File: src/design/m4te_pkg.sv
// Shared constants, types and table functions of the 4x4 transform engine.
`timescale 1ns / 1ps
`default_nettype none
package m4te_pkg;

    localparam int MATRIX_DIM = 4;
    localparam int ELEM_W     = 32;
    localparam int PROD_W     = 64;
    localparam int QPROD_W    = 48;
    localparam int ACC_W      = 50;

    localparam logic signed [31:0] Q_ONE       = 32'sd65536;
    localparam logic signed [32:0] PI_Q        = 33'sd205887;
    localparam logic signed [32:0] HALF_PI_Q   = 33'sd102944;
    localparam logic signed [32:0] TWO_PI_Q    = 33'sd411775;
    localparam logic signed [31:0] CORDIC_GAIN = 32'sd39797;
    localparam int CORDIC_STEPS = 16;
    localparam int RED_STEPS    = 14;

    localparam logic [2:0] CMD_IDENT = 3'd0;
    localparam logic [2:0] CMD_WRITE = 3'd1;
    localparam logic [2:0] CMD_UNIF  = 3'd2;
    localparam logic [2:0] CMD_SCALE = 3'd3;
    localparam logic [2:0] CMD_TRANS = 3'd4;
    localparam logic [2:0] CMD_ROT   = 3'd5;
    localparam logic [2:0] CMD_XFORM = 3'd6;

    typedef struct packed {
        logic               done;
        logic signed [31:0] sin_val;
        logic signed [31:0] cos_val;
    } cordic_res_t;

    function automatic logic signed [31:0] atan_q(input logic [3:0] idx);
        logic signed [31:0] v;
        begin
            case (idx)
                4'd0:    v = 32'sd51472;
                4'd1:    v = 32'sd30386;
                4'd2:    v = 32'sd16055;
                4'd3:    v = 32'sd8150;
                4'd4:    v = 32'sd4091;
                4'd5:    v = 32'sd2047;
                4'd6:    v = 32'sd1024;
                4'd7:    v = 32'sd512;
                4'd8:    v = 32'sd256;
                4'd9:    v = 32'sd128;
                4'd10:   v = 32'sd64;
                4'd11:   v = 32'sd32;
                4'd12:   v = 32'sd16;
                4'd13:   v = 32'sd8;
                4'd14:   v = 32'sd4;
                default: v = 32'sd2;
            endcase
            return v;
        end
    endfunction

    // Element (k, j) of the right-hand matrix of a post-multiply command.
    function automatic logic signed [31:0] r_elem(
        input logic [2:0]        cmd,
        input logic [1:0]        k,
        input logic [1:0]        j,
        input logic [1:0]        ax_a,
        input logic [1:0]        ax_b,
        input logic signed [31:0] ox,
        input logic signed [31:0] oy,
        input logic signed [31:0] oz,
        input logic signed [31:0] cv,
        input logic signed [31:0] sv
    );
        logic signed [31:0] v;
        begin
            v = (k == j) ? Q_ONE : 32'sd0;
            case (cmd)
                CMD_SCALE:
                begin
                    if (k == j)
                    begin
                        case (k)
                            2'd0:    v = ox;
                            2'd1:    v = oy;
                            2'd2:    v = oz;
                            default: v = Q_ONE;
                        endcase
                    end
                end
                CMD_TRANS:
                begin
                    if (j == 2'd3)
                    begin
                        case (k)
                            2'd0:    v = ox;
                            2'd1:    v = oy;
                            2'd2:    v = oz;
                            default: v = Q_ONE;
                        endcase
                    end
                end
                CMD_ROT:
                begin
                    if (k == ax_a && j == ax_a) v = cv;
                    if (k == ax_b && j == ax_b) v = cv;
                    if (k == ax_a && j == ax_b) v = -sv;
                    if (k == ax_b && j == ax_a) v = sv;
                end
                default: v = v;
            endcase
            return v;
        end
    endfunction

endpackage
`default_nettype wire

File: src/design/m4te_mul.sv
// Shared Q16.16 multiplier with registered product and truncation toward zero.
`timescale 1ns / 1ps
`default_nettype none
module m4te_mul
    import m4te_pkg::*;
(
    input  wire logic                      clk,
    input  wire logic signed [ELEM_W-1:0]  a,
    input  wire logic signed [ELEM_W-1:0]  b,
    output logic signed [QPROD_W-1:0]      q
);

    logic signed [PROD_W-1:0] prod_reg;
    logic signed [PROD_W-1:0] biased;

    always_ff @(posedge clk)
    begin
        prod_reg <= PROD_W'(a) * PROD_W'(b);
    end

    assign biased = prod_reg + (prod_reg[PROD_W-1] ? 64'sd65535 : 64'sd0);
    assign q      = biased[PROD_W-1:16];

endmodule
`default_nettype wire

File: config.mk
export PLATFORM = sky130hd
export DESIGN_NAME = m4te_mul
export DESIGN_NICKNAME = d
export VERILOG_FILES = /design/src/design/m4te_pkg.sv /design/src/design/m4te_mul.sv
export SDC_FILE = /design/constraint.sdc
export NUM_CORES = 2
export LEC_CHECK = 0
export ABC_AREA = 1
export BUFFER_PORTS_ARGS = -buffer_cell sky130_fd_sc_hd__buf_2
export CORE_MARGIN = 3
export CORE_UTILIZATION = 45
export DETAILED_ROUTE_END_ITERATION = 10
export GPL_TIMING_DRIVEN = 1
export MAX_ROUTING_LAYER = met4
export PLACE_DENSITY = 0.71
export RECOVER_POWER = 100
export SYNTH_ARGS = -nofsm -noshare
export SYNTH_HDL_FRONTEND = slang
export SYNTH_SLANG_ARGS = --single-unit
File: constraint.sdc
create_clock -name clk -period 8.9 [get_ports clk]
set_clock_uncertainty 0.15 [all_clocks]
set_input_delay 0.89 -clock clk [delete_from_list [all_inputs] [get_ports clk]]
set_output_delay 0.89 -clock clk [all_outputs]
set_load 0.03 [all_outputs]
==> metrics.cfg <==
[setup_path]
critical_path_required_ps=8990
arrival_ps=8290
critPathKind=input port to flip-flop
slowest_delay_ps=640
cp_common_cell=fa_1
crit_slowest_cell=clkbuf_2
crit_path_max_fanout=32
cp-start-kind=input port
endpoint_kind=flip-flop
crit_chain=clkbuf_2 > nand2_1 > fa_1 > fa_1 > clkbuf_1 > inv_1 > fa_1 > fa_1 > fa_1 > fa_1 > inv_1 > fa_1 > inv_1 > fa_1 > ha_1 > nand2_1 > nor2_1 > nand2_1 > nor4_1 > a21oi_1 > nand2_1 > nand2_1

[cells_and_area]
final_common_cell=inv_1
fin_area_mm2=0.0446
utilization_pct=47.7
area_growth_syn_to_layout_pct=4.73
final_cell_mix=1,794 x inv_1, 1,688 x nand2_1, 1,082 x fa_1
largest_reg_flops=64
drive_above_1_share_pct=3.42
fin_nets=6979

[drt]
first_iter_violations=2475
avgRoutedWirePerCell_um=17.9
num_vias=34200
drt_wl_total_um=123000
via_per_inst=4.96
drc=0
ant_nets=0
drt-pass1-iter-count=8

[clock_tree]
cts_setup_buffers=0
clkSinkCount=64
cts.clk_slew.worst_paths_ps=60
holdBufCountCts=0
cts_made_buffers=9
htree_levels=3
cts_tree=done
clockBufferDepth=2
cts-root-buf=clkbuf_16
cts_resized=0

[sta]
fin_crit_ps=8200
setup_ws_ps=699
setup_violations=0
finalCritPeriodShare_pct=92.2
grt_setup_unrepaired=no
drv_slew=0
final_hold_viol_count=0
fmax_mhz=122
worst_slew_pin_slew_ps=1360
maxSlewHeadroom_pct=9.37
tns_ps=0

[floorplanning]
die_w_um=314
core-area_mm2=0.0936
initial_core_util_pct=45.5
fp-row-count=112
io_pins=113
die_h_um=314
dieArea_mm2=0.0985

[placement]
pre_cts_slack_ps=521
io_buffers=112
post_dp_cell_area_mm2=0.0445
dp_hpwl_um=106000
gp_congestion=0.979

[yosys]
synth-seq-area-share_pct=3.01
synth_flop_cell=dfxtp_1
yosysWarnings=0
syn_area_mm2=0.0426
yosysUniqueCellTypes=38
async_flop_share_pct=0
synthCells=5642
synth_edf_count=0
syn_avg_cell_area_um2=7.56
synthesis.nets=6988
synth_seq_cells=64

[global_routing]
grt_pass1_wl_um=202000
grt_max_degree=33
grt_pass1_vias=37500
grt_use_total_pct=27.0
gr-total-overflow=0
grt_antenna_before_repair=6

[run_status]
status=finished, final reports clean

[min_path]
worstHoldStart=b[0]
min_path_type=input port to flip-flop
min_path_cells=3
hold-path-endpoint=prod_reg[0]$_DFF_P_

[flow_run]
max_cap_violations=0

## worst max-delay path by stage
stage / from / slack [ps] / end / cells after the start
after global placement: b[14] / 670 / prod_reg[35]$_DFF_P_ / 23
after global routing: b[11] / 270 / prod_reg[63]$_DFF_P_ / 22
final: b[11] / 700 / prod_reg[63]$_DFF_P_ / 22
after detailed placement: b[11] / 520 / prod_reg[54]$_DFF_P_ / 21
after floorplan: a[31] / 1180 / prod_reg[63]$_DFF_P_ / 25
after CTS: b[11] / 880 / prod_reg[54]$_DFF_P_ / 21
## worst max-delay path, delay by kind of cell
family          cells  cell delay (ps)
buf+inv             5             1290
compound gates      1              130
fa+ha+maj           9             4670
simple gates        7             1310
## layout make-up
type                            instances  area, µm²
Clock inverter                          3       15.0
Inverter                             1802       6760
Clock buffer                           13        270
Tap cell                             1254       1570
Timing Repair Buffer                  174        978
Multi-Input combinational cell       3582      33800
Fill cell                            9356      49000
Sequential cell                        64       1280
Antenna cell                            6       15.0
## logic make-up after synthesis
logic type      Yosys count  synth area share, %
simple gates           2115                 20.0
buf+inv                1996                 17.6
compound gates          135                 1.71
flops                    64                 3.01
fa+ha+maj              1281                 56.6
xor+xnor                 51                 1.05
## metrics by stage
| stage | instances | hold slack, ps |
|---|---|---|
| final | 6898 | 923 |
| after global routing | 6898 | 935 |
| after CTS | 6892 | 908 |
| after detailed placement | 6876 | 1270 |
| after floorplan | 5642 | 838 |
| after global placement | 6876 | 1260 |
## cells in the mapped netlist (2+ instances only)
cell,count,area (µm²)
a21oi_1,83,415
and2_1,2,12.5
and3_1,3,18.8
clkbuf_1,191,717
dfxtp_1,64,1280
fa_1,1082,21700
ha_1,199,2490
inv_1,1794,6730
inv_2,8,30.0
nand2_1,1680,6310
nand2_2,10,62.6
nand3_1,107,536
nand3_2,14,140
nand3b_1,14,105
nand4_1,27,169
nor2_1,194,728
nor2_2,14,87.6
nor3_1,20,100
nor3_2,11,110
nor3b_2,2,25.0
nor4_1,5,31.3
nor4_2,2,25.0
o21ai_0,27,135
o21ai_1,5,25.0
o21ai_2,3,26.3
o21bai_1,13,97.6
or2_2,8,50.1
xnor2_1,7,61.3
xor2_1,44,385
## routing by layer
layer,track usage [%],vias to the layer above,part of all wire [%]
met3,2.91,331,6.8
met5,-,-,0
li1,-,15600,-
met2,45.8,1334,49
met1,33.2,17000,39
met4,10.4,0,4.7
Power is left out: the tool's default activity adds up to more than one toggle a clock period on the data nets, which glitch-free logic cannot reach.
