File: config.mk
export PLATFORM = sky130hd
export DESIGN_NAME = m4te_cordic
export DESIGN_NICKNAME = d
export VERILOG_FILES = /design/src/design/m4te_pkg.sv /design/src/design/m4te_cordic.sv
export SDC_FILE = /design/constraint.sdc
export NUM_CORES = 1
export LEC_CHECK = 0
export ABC_AREA = 1
export BUFFER_PORTS_ARGS = -buffer_cell sky130_fd_sc_hd__buf_4
export CAP_MARGIN = 20
export CORE_MARGIN = 2
export CORE_UTILIZATION = 25
export DETAILED_ROUTE_END_ITERATION = 7
export PLACE_DENSITY = 0.44
export SYNTH_ARGS = -nofsm -noshare
export SYNTH_HDL_FRONTEND = slang
export SYNTH_SLANG_ARGS = --single-unit
File: constraint.sdc
create_clock -name clk -period 6.6 [get_ports clk]
set_input_delay 0 -clock clk [delete_from_list [all_inputs] [get_ports clk]]
set_output_delay 0 -clock clk [all_outputs]
set_load 0.05 [all_outputs]
File: src/design/m4te_pkg.sv
// Shared constants, types and table functions of the 4x4 transform engine.
`timescale 1ns / 1ps
`default_nettype none
package m4te_pkg;

    localparam int MATRIX_DIM = 4;
    localparam int ELEM_W     = 32;
    localparam int PROD_W     = 64;
    localparam int QPROD_W    = 48;
    localparam int ACC_W      = 50;

    localparam logic signed [31:0] Q_ONE       = 32'sd65536;
    localparam logic signed [32:0] PI_Q        = 33'sd205887;
    localparam logic signed [32:0] HALF_PI_Q   = 33'sd102944;
    localparam logic signed [32:0] TWO_PI_Q    = 33'sd411775;
    localparam logic signed [31:0] CORDIC_GAIN = 32'sd39797;
    localparam int CORDIC_STEPS = 16;
    localparam int RED_STEPS    = 14;

    localparam logic [2:0] CMD_IDENT = 3'd0;
    localparam logic [2:0] CMD_WRITE = 3'd1;
    localparam logic [2:0] CMD_UNIF  = 3'd2;
    localparam logic [2:0] CMD_SCALE = 3'd3;
    localparam logic [2:0] CMD_TRANS = 3'd4;
    localparam logic [2:0] CMD_ROT   = 3'd5;
    localparam logic [2:0] CMD_XFORM = 3'd6;

    typedef struct packed {
        logic               done;
        logic signed [31:0] sin_val;
        logic signed [31:0] cos_val;
    } cordic_res_t;

    function automatic logic signed [31:0] atan_q(input logic [3:0] idx);
        logic signed [31:0] v;
        begin
            case (idx)
                4'd0:    v = 32'sd51472;
                4'd1:    v = 32'sd30386;
                4'd2:    v = 32'sd16055;
                4'd3:    v = 32'sd8150;
                4'd4:    v = 32'sd4091;
                4'd5:    v = 32'sd2047;
                4'd6:    v = 32'sd1024;
                4'd7:    v = 32'sd512;
                4'd8:    v = 32'sd256;
                4'd9:    v = 32'sd128;
                4'd10:   v = 32'sd64;
                4'd11:   v = 32'sd32;
                4'd12:   v = 32'sd16;
                4'd13:   v = 32'sd8;
                4'd14:   v = 32'sd4;
                default: v = 32'sd2;
            endcase
            return v;
        end
    endfunction

    // Element (k, j) of the right-hand matrix of a post-multiply command.
    function automatic logic signed [31:0] r_elem(
        input logic [2:0]        cmd,
        input logic [1:0]        k,
        input logic [1:0]        j,
        input logic [1:0]        ax_a,
        input logic [1:0]        ax_b,
        input logic signed [31:0] ox,
        input logic signed [31:0] oy,
        input logic signed [31:0] oz,
        input logic signed [31:0] cv,
        input logic signed [31:0] sv
    );
        logic signed [31:0] v;
        begin
            v = (k == j) ? Q_ONE : 32'sd0;
            case (cmd)
                CMD_SCALE:
                begin
                    if (k == j)
                    begin
                        case (k)
                            2'd0:    v = ox;
                            2'd1:    v = oy;
                            2'd2:    v = oz;
                            default: v = Q_ONE;
                        endcase
                    end
                end
                CMD_TRANS:
                begin
                    if (j == 2'd3)
                    begin
                        case (k)
                            2'd0:    v = ox;
                            2'd1:    v = oy;
                            2'd2:    v = oz;
                            default: v = Q_ONE;
                        endcase
                    end
                end
                CMD_ROT:
                begin
                    if (k == ax_a && j == ax_a) v = cv;
                    if (k == ax_b && j == ax_b) v = cv;
                    if (k == ax_a && j == ax_b) v = -sv;
                    if (k == ax_b && j == ax_a) v = sv;
                end
                default: v = v;
            endcase
            return v;
        end
    endfunction

endpackage
`default_nettype wire

File: src/design/m4te_cordic.sv
// Iterative angle reduction and rotation-mode CORDIC for sine and cosine.
`timescale 1ns / 1ps
`default_nettype none
module m4te_cordic
    import m4te_pkg::*;
(
    input  wire logic               clk,
    input  wire logic               rst_n,
    input  wire logic               start,
    input  wire logic signed [31:0] angle,
    output cordic_res_t             res
);

    localparam logic [2:0] C_IDLE = 3'd0;
    localparam logic [2:0] C_RED  = 3'd1;
    localparam logic [2:0] C_FIX  = 3'd2;
    localparam logic [2:0] C_ROT  = 3'd3;
    localparam logic [2:0] C_DONE = 3'd4;

    logic [2:0]         state_reg, state_next;
    logic [3:0]         cnt_reg, cnt_next;
    logic [31:0]        rem_reg, rem_next;
    logic               sgn_reg, sgn_next;
    logic               neg_reg, neg_next;
    logic signed [32:0] r_reg, r_next;
    logic signed [31:0] x_reg, x_next;
    logic signed [31:0] y_reg, y_next;
    logic [32:0]        sub_val;
    logic signed [32:0] r0;

    always_comb
    begin
        state_next = state_reg;
        cnt_next   = cnt_reg;
        rem_next   = rem_reg;
        sgn_next   = sgn_reg;
        neg_next   = neg_reg;
        r_next     = r_reg;
        x_next     = x_reg;
        y_next     = y_reg;
        sub_val    = 33'(TWO_PI_Q) << cnt_reg;
        r0         = 33'sd0;
        unique case (state_reg)
            C_IDLE:
            begin
                if (start)
                begin
                    sgn_next   = angle[31];
                    rem_next   = angle[31] ? 32'(-angle) : 32'(angle);
                    cnt_next   = 4'(RED_STEPS - 1);
                    state_next = C_RED;
                end
            end
            C_RED:
            begin
                if ({1'b0, rem_reg} >= sub_val)
                begin
                    rem_next = rem_reg - sub_val[31:0];
                end
                if (cnt_reg == 4'd0)
                begin
                    state_next = C_FIX;
                end
                else
                begin
                    cnt_next = cnt_reg - 4'd1;
                end
            end
            C_FIX:
            begin
                if (sgn_reg && rem_reg != 32'd0)
                begin
                    r0 = TWO_PI_Q - $signed({1'b0, rem_reg});
                end
                else
                begin
                    r0 = $signed({1'b0, rem_reg});
                end
                neg_next = 1'b0;
                if (r0 <= HALF_PI_Q)
                begin
                    r_next = r0;
                end
                else if (r0 <= PI_Q)
                begin
                    r_next   = r0 - PI_Q;
                    neg_next = 1'b1;
                end
                else if (r0 < TWO_PI_Q - HALF_PI_Q)
                begin
                    r_next   = r0 - TWO_PI_Q + PI_Q;
                    neg_next = 1'b1;
                end
                else
                begin
                    r_next = r0 - TWO_PI_Q;
                end
                x_next     = CORDIC_GAIN;
                y_next     = 32'sd0;
                cnt_next   = 4'd0;
                state_next = C_ROT;
            end
            C_ROT:
            begin
                if (!r_reg[32])
                begin
                    x_next = x_reg - (y_reg >>> cnt_reg);
                    y_next = y_reg + (x_reg >>> cnt_reg);
                    r_next = r_reg - 33'(atan_q(cnt_reg));
                end
                else
                begin
                    x_next = x_reg + (y_reg >>> cnt_reg);
                    y_next = y_reg - (x_reg >>> cnt_reg);
                    r_next = r_reg + 33'(atan_q(cnt_reg));
                end
                cnt_next = cnt_reg + 4'd1;
                if (cnt_reg == 4'(CORDIC_STEPS - 1))
                begin
                    state_next = C_DONE;
                end
            end
            C_DONE:
            begin
                state_next = C_IDLE;
            end
            default:
            begin
                state_next = C_IDLE;
            end
        endcase
    end

    always_ff @(posedge clk or negedge rst_n)
    begin
        if (!rst_n)
        begin
            state_reg <= C_IDLE;
        end
        else
        begin
            state_reg <= state_next;
        end
    end

    always_ff @(posedge clk)
    begin
        cnt_reg <= cnt_next;
        rem_reg <= rem_next;
        sgn_reg <= sgn_next;
        neg_reg <= neg_next;
        r_reg   <= r_next;
        x_reg   <= x_next;
        y_reg   <= y_next;
    end

    assign res.done    = (state_reg == C_DONE);
    assign res.sin_val = neg_reg ? -y_reg : y_reg;
    assign res.cos_val = neg_reg ? -x_reg : x_reg;

endmodule
`default_nettype wire

==> flow_summary.toml <==
[sta]
hold_viol_final = 0
finalSetupViolations = 0
fin_crit_sh_pct = 86.65
fin_setup_tns_ps = 0
tightest_slew_ps = 1008
finClkSkew_ps = 13.70
rsz0062_at_grt = "false"
slew_headroom_pct = 32.62
clock.fmax_mhz = 174.9
fin_crit_ps = 5719
holdWs_ps = 46.72
slew_violations = 0

[logic_synthesis]
synth.most_common_cell = "nand2_1"
synth_sequential_area_ratio_pct = 18.89
synth_area_leaders = "edfxtp_1, nand2_1, ha_1, o21ai_0, inv_1"
syn_area_mm2 = 0.02355
synth_top_area_cell = "edfxtp_1"
synth-seq-cells = 154
avgSynthCellArea_um2 = 6.058
syn-num-nets = 4077
synth_cells = 3888
synth_top_cells_by_count = "nand2_1, inv_1, nor2_1"
synth_cell_types = 65
ys.flop_type = "edfxtp_1"
synth_edf_count = 135
ys_async_sr_fraction_pct = 1.948
yosysTopAreaCellShare_pct = 17.21
ys_warn_count = 0

[cts]
cts_tree = "built"
numCtsBuffers = 17
clk_pin_slew_ps = 80
clock_latency_ps = 490
clock-sinks = 154
cts_max_level = 4
clock_path_buffers = 2
root_buffer = "clkbuf_16"

[routing]
route.met2.wl_mm = 41.11
drt_pass1_iterations = 5
route.met3.wl_mm = 2.698
dr.max_layer_used = "met4"
wl_met1_mm = 40.84
wl_per_cell_um = 16.58
wl_mm = 86.70
num_vias = 25070
drtIter0Drc = 1427
final_antenna_net_count = 0
vias_per_cell = 4.793
drc_errors = 0

[final_layout]
synthToLayoutAreaGrowth_pct = 12.98
fin_cells = 5230
fillCellCount = 10710
diodes = 0
fin_nets = 4152
drive_gt1_share_pct = 8.275
final_area_mm2 = 0.02661

[floorplanning]
dieArea_mm2 = 0.09669
die_w_um = 310.9
die_y_um = 310.9
initial_utilization_pct = 25.24
ios = 100
rows = 112
design.core.area_mm2 = 0.09333

[job]
cap_violations = 0

[global_route]
grt_max_degree = 98
grt_pass1_wl_mm = 135.7
antenna_found_initial = 0
grt.total_usage_pct = 17.69
first_global_vias = 24370
overflow = 0

[worst_setup_path]
slowest_stage = "inv_2"
cp.arrival_ps = 5980
critPathRequiredTime_ps = 6860
cp-end-kind = "flop"
critical_path.top_delay_family = "simple AND/OR/NAND/NOR gates"
crit_path_max_fanout = 29
critical_path_buf_inv_count = 6
critPathMaxStageDelay_ps = 490
critPathLaunchType = "flop"
critPathKind = "flop to flop"

[place]
place_congestion = 0.8869
postPlaceCellArea_mm2 = 0.02561
placed_cells = 5160
numPortBuffers = 99
dpl.hpwl_mm = 69.60

[status]
status = "completed"

[hold_path]
hold_class = "input port to flop"
==> logic make-up after synthesis <==
kind of cell,synth area share [%]
buffers and inverters,9.631
xor gates and xnor gates,6.991
and+or+nand+nor,34.79
AOI/OAI and AO/OA,20.13
adders and majority gates,8.340
DFF,18.89
muxes,1.232
==> cell usage in the layout, fill, tap and decap left out, drive strengths merged, types with 9 or more instances in the layout <==
| master | count |
|---|---|
| a21boi | 10 |
| a21oi | 315 |
| a31oi | 21 |
| buf | 138 |
| clkbuf | 19 |
| clkinv | 9 |
| dfxtp | 16 |
| dlygate4sd3 | 36 |
| edfxtp | 135 |
| ha | 149 |
| inv | 454 |
| mux2i | 29 |
| nand2 | 1139 |
| nand3 | 181 |
| nand3b | 13 |
| nand4 | 39 |
| nor2 | 443 |
| nor3 | 76 |
| nor4 | 17 |
| o211ai | 16 |
| o21a | 41 |
| o21ai | 402 |
| o21bai | 12 |
| o31ai | 12 |
| or2 | 15 |
| xnor2 | 36 |
| xor2 | 152 |
==> final timing paths <==
check / startpoint / endpoint / slack, ps / depth (start not counted)
max in group asynchronous: rst_n / state_reg[1]$_DFFE_PN0P_ / 6070 / 3
min: angle[1] / rem_reg[1]$_DFFE_PP_ / 50 / 5
min reg2reg: state_reg[0]$_DFFE_PN0P_ / state_reg[0]$_DFFE_PN0P_ / 620 / 3
max: cnt_reg[1]$_DFFE_PP_ / x_reg[31]$_SDFFCE_PN0N_ / 880 / 33
min in group asynchronous: rst_n / state_reg[2]$_DFFE_PN0P_ / 390 / 3
max reg2reg: cnt_reg[1]$_DFFE_PP_ / x_reg[31]$_SDFFCE_PN0N_ / 880 / 33
==> metal layers <==
| metal | track usage (%) | up-vias |
|---|---|---|
| met5 | 0 | - |
| met4 | 4.985 | 0 |
| met3 | 2.126 | 79 |
| met2 | 30.62 | 399 |
| met1 | 23.02 | 11540 |
| li1 | - | 13050 |
==> stage by stage <==
step / utilization (%) / worst slack [ps]
after CTS: 28.47 / 757.3
final: 28.51 / 881.0
after global placement: 27.44 / 875.5
after detailed placement: 27.44 / 785.6
after floorplan: - / 1328
after global routing: 28.51 / 23.32
==> tightest hold or removal path: cells and delay by family <==
family | cells | cell delay, ps
AO/OA/AOI/OAI | 2 | 240
buffers and inverters | 2 | 120
AND/OR/NAND/NOR | 1 | 60
==> timing repair <==
| item | CTS | global route |
|---|---|---|
| hold buffers | 36 | 0 |
| buffers inserted | 0 | 1 |
| gates resized for setup | 0 | 2 |
| hold endpoints to repair | 37 | 0 |
| setup endpoints to repair | 0 | 1 |
==> final cells by class <==
cell class	instances	area [um2]	share of cell area, %
multi-input cells	3166	16860	63.36
clock buffers	19	475.5	1.787
clock inverters	13	123.9	0.4655
repair buffers	174	1441	5.417
flip-flops and latches	154	4449	16.72
well taps	1254	1569	5.896
inverters	450	1692	6.357
Power is not shown: default switching activity piles up to over one toggle a cycle in this logic, so the estimate is an artifact.
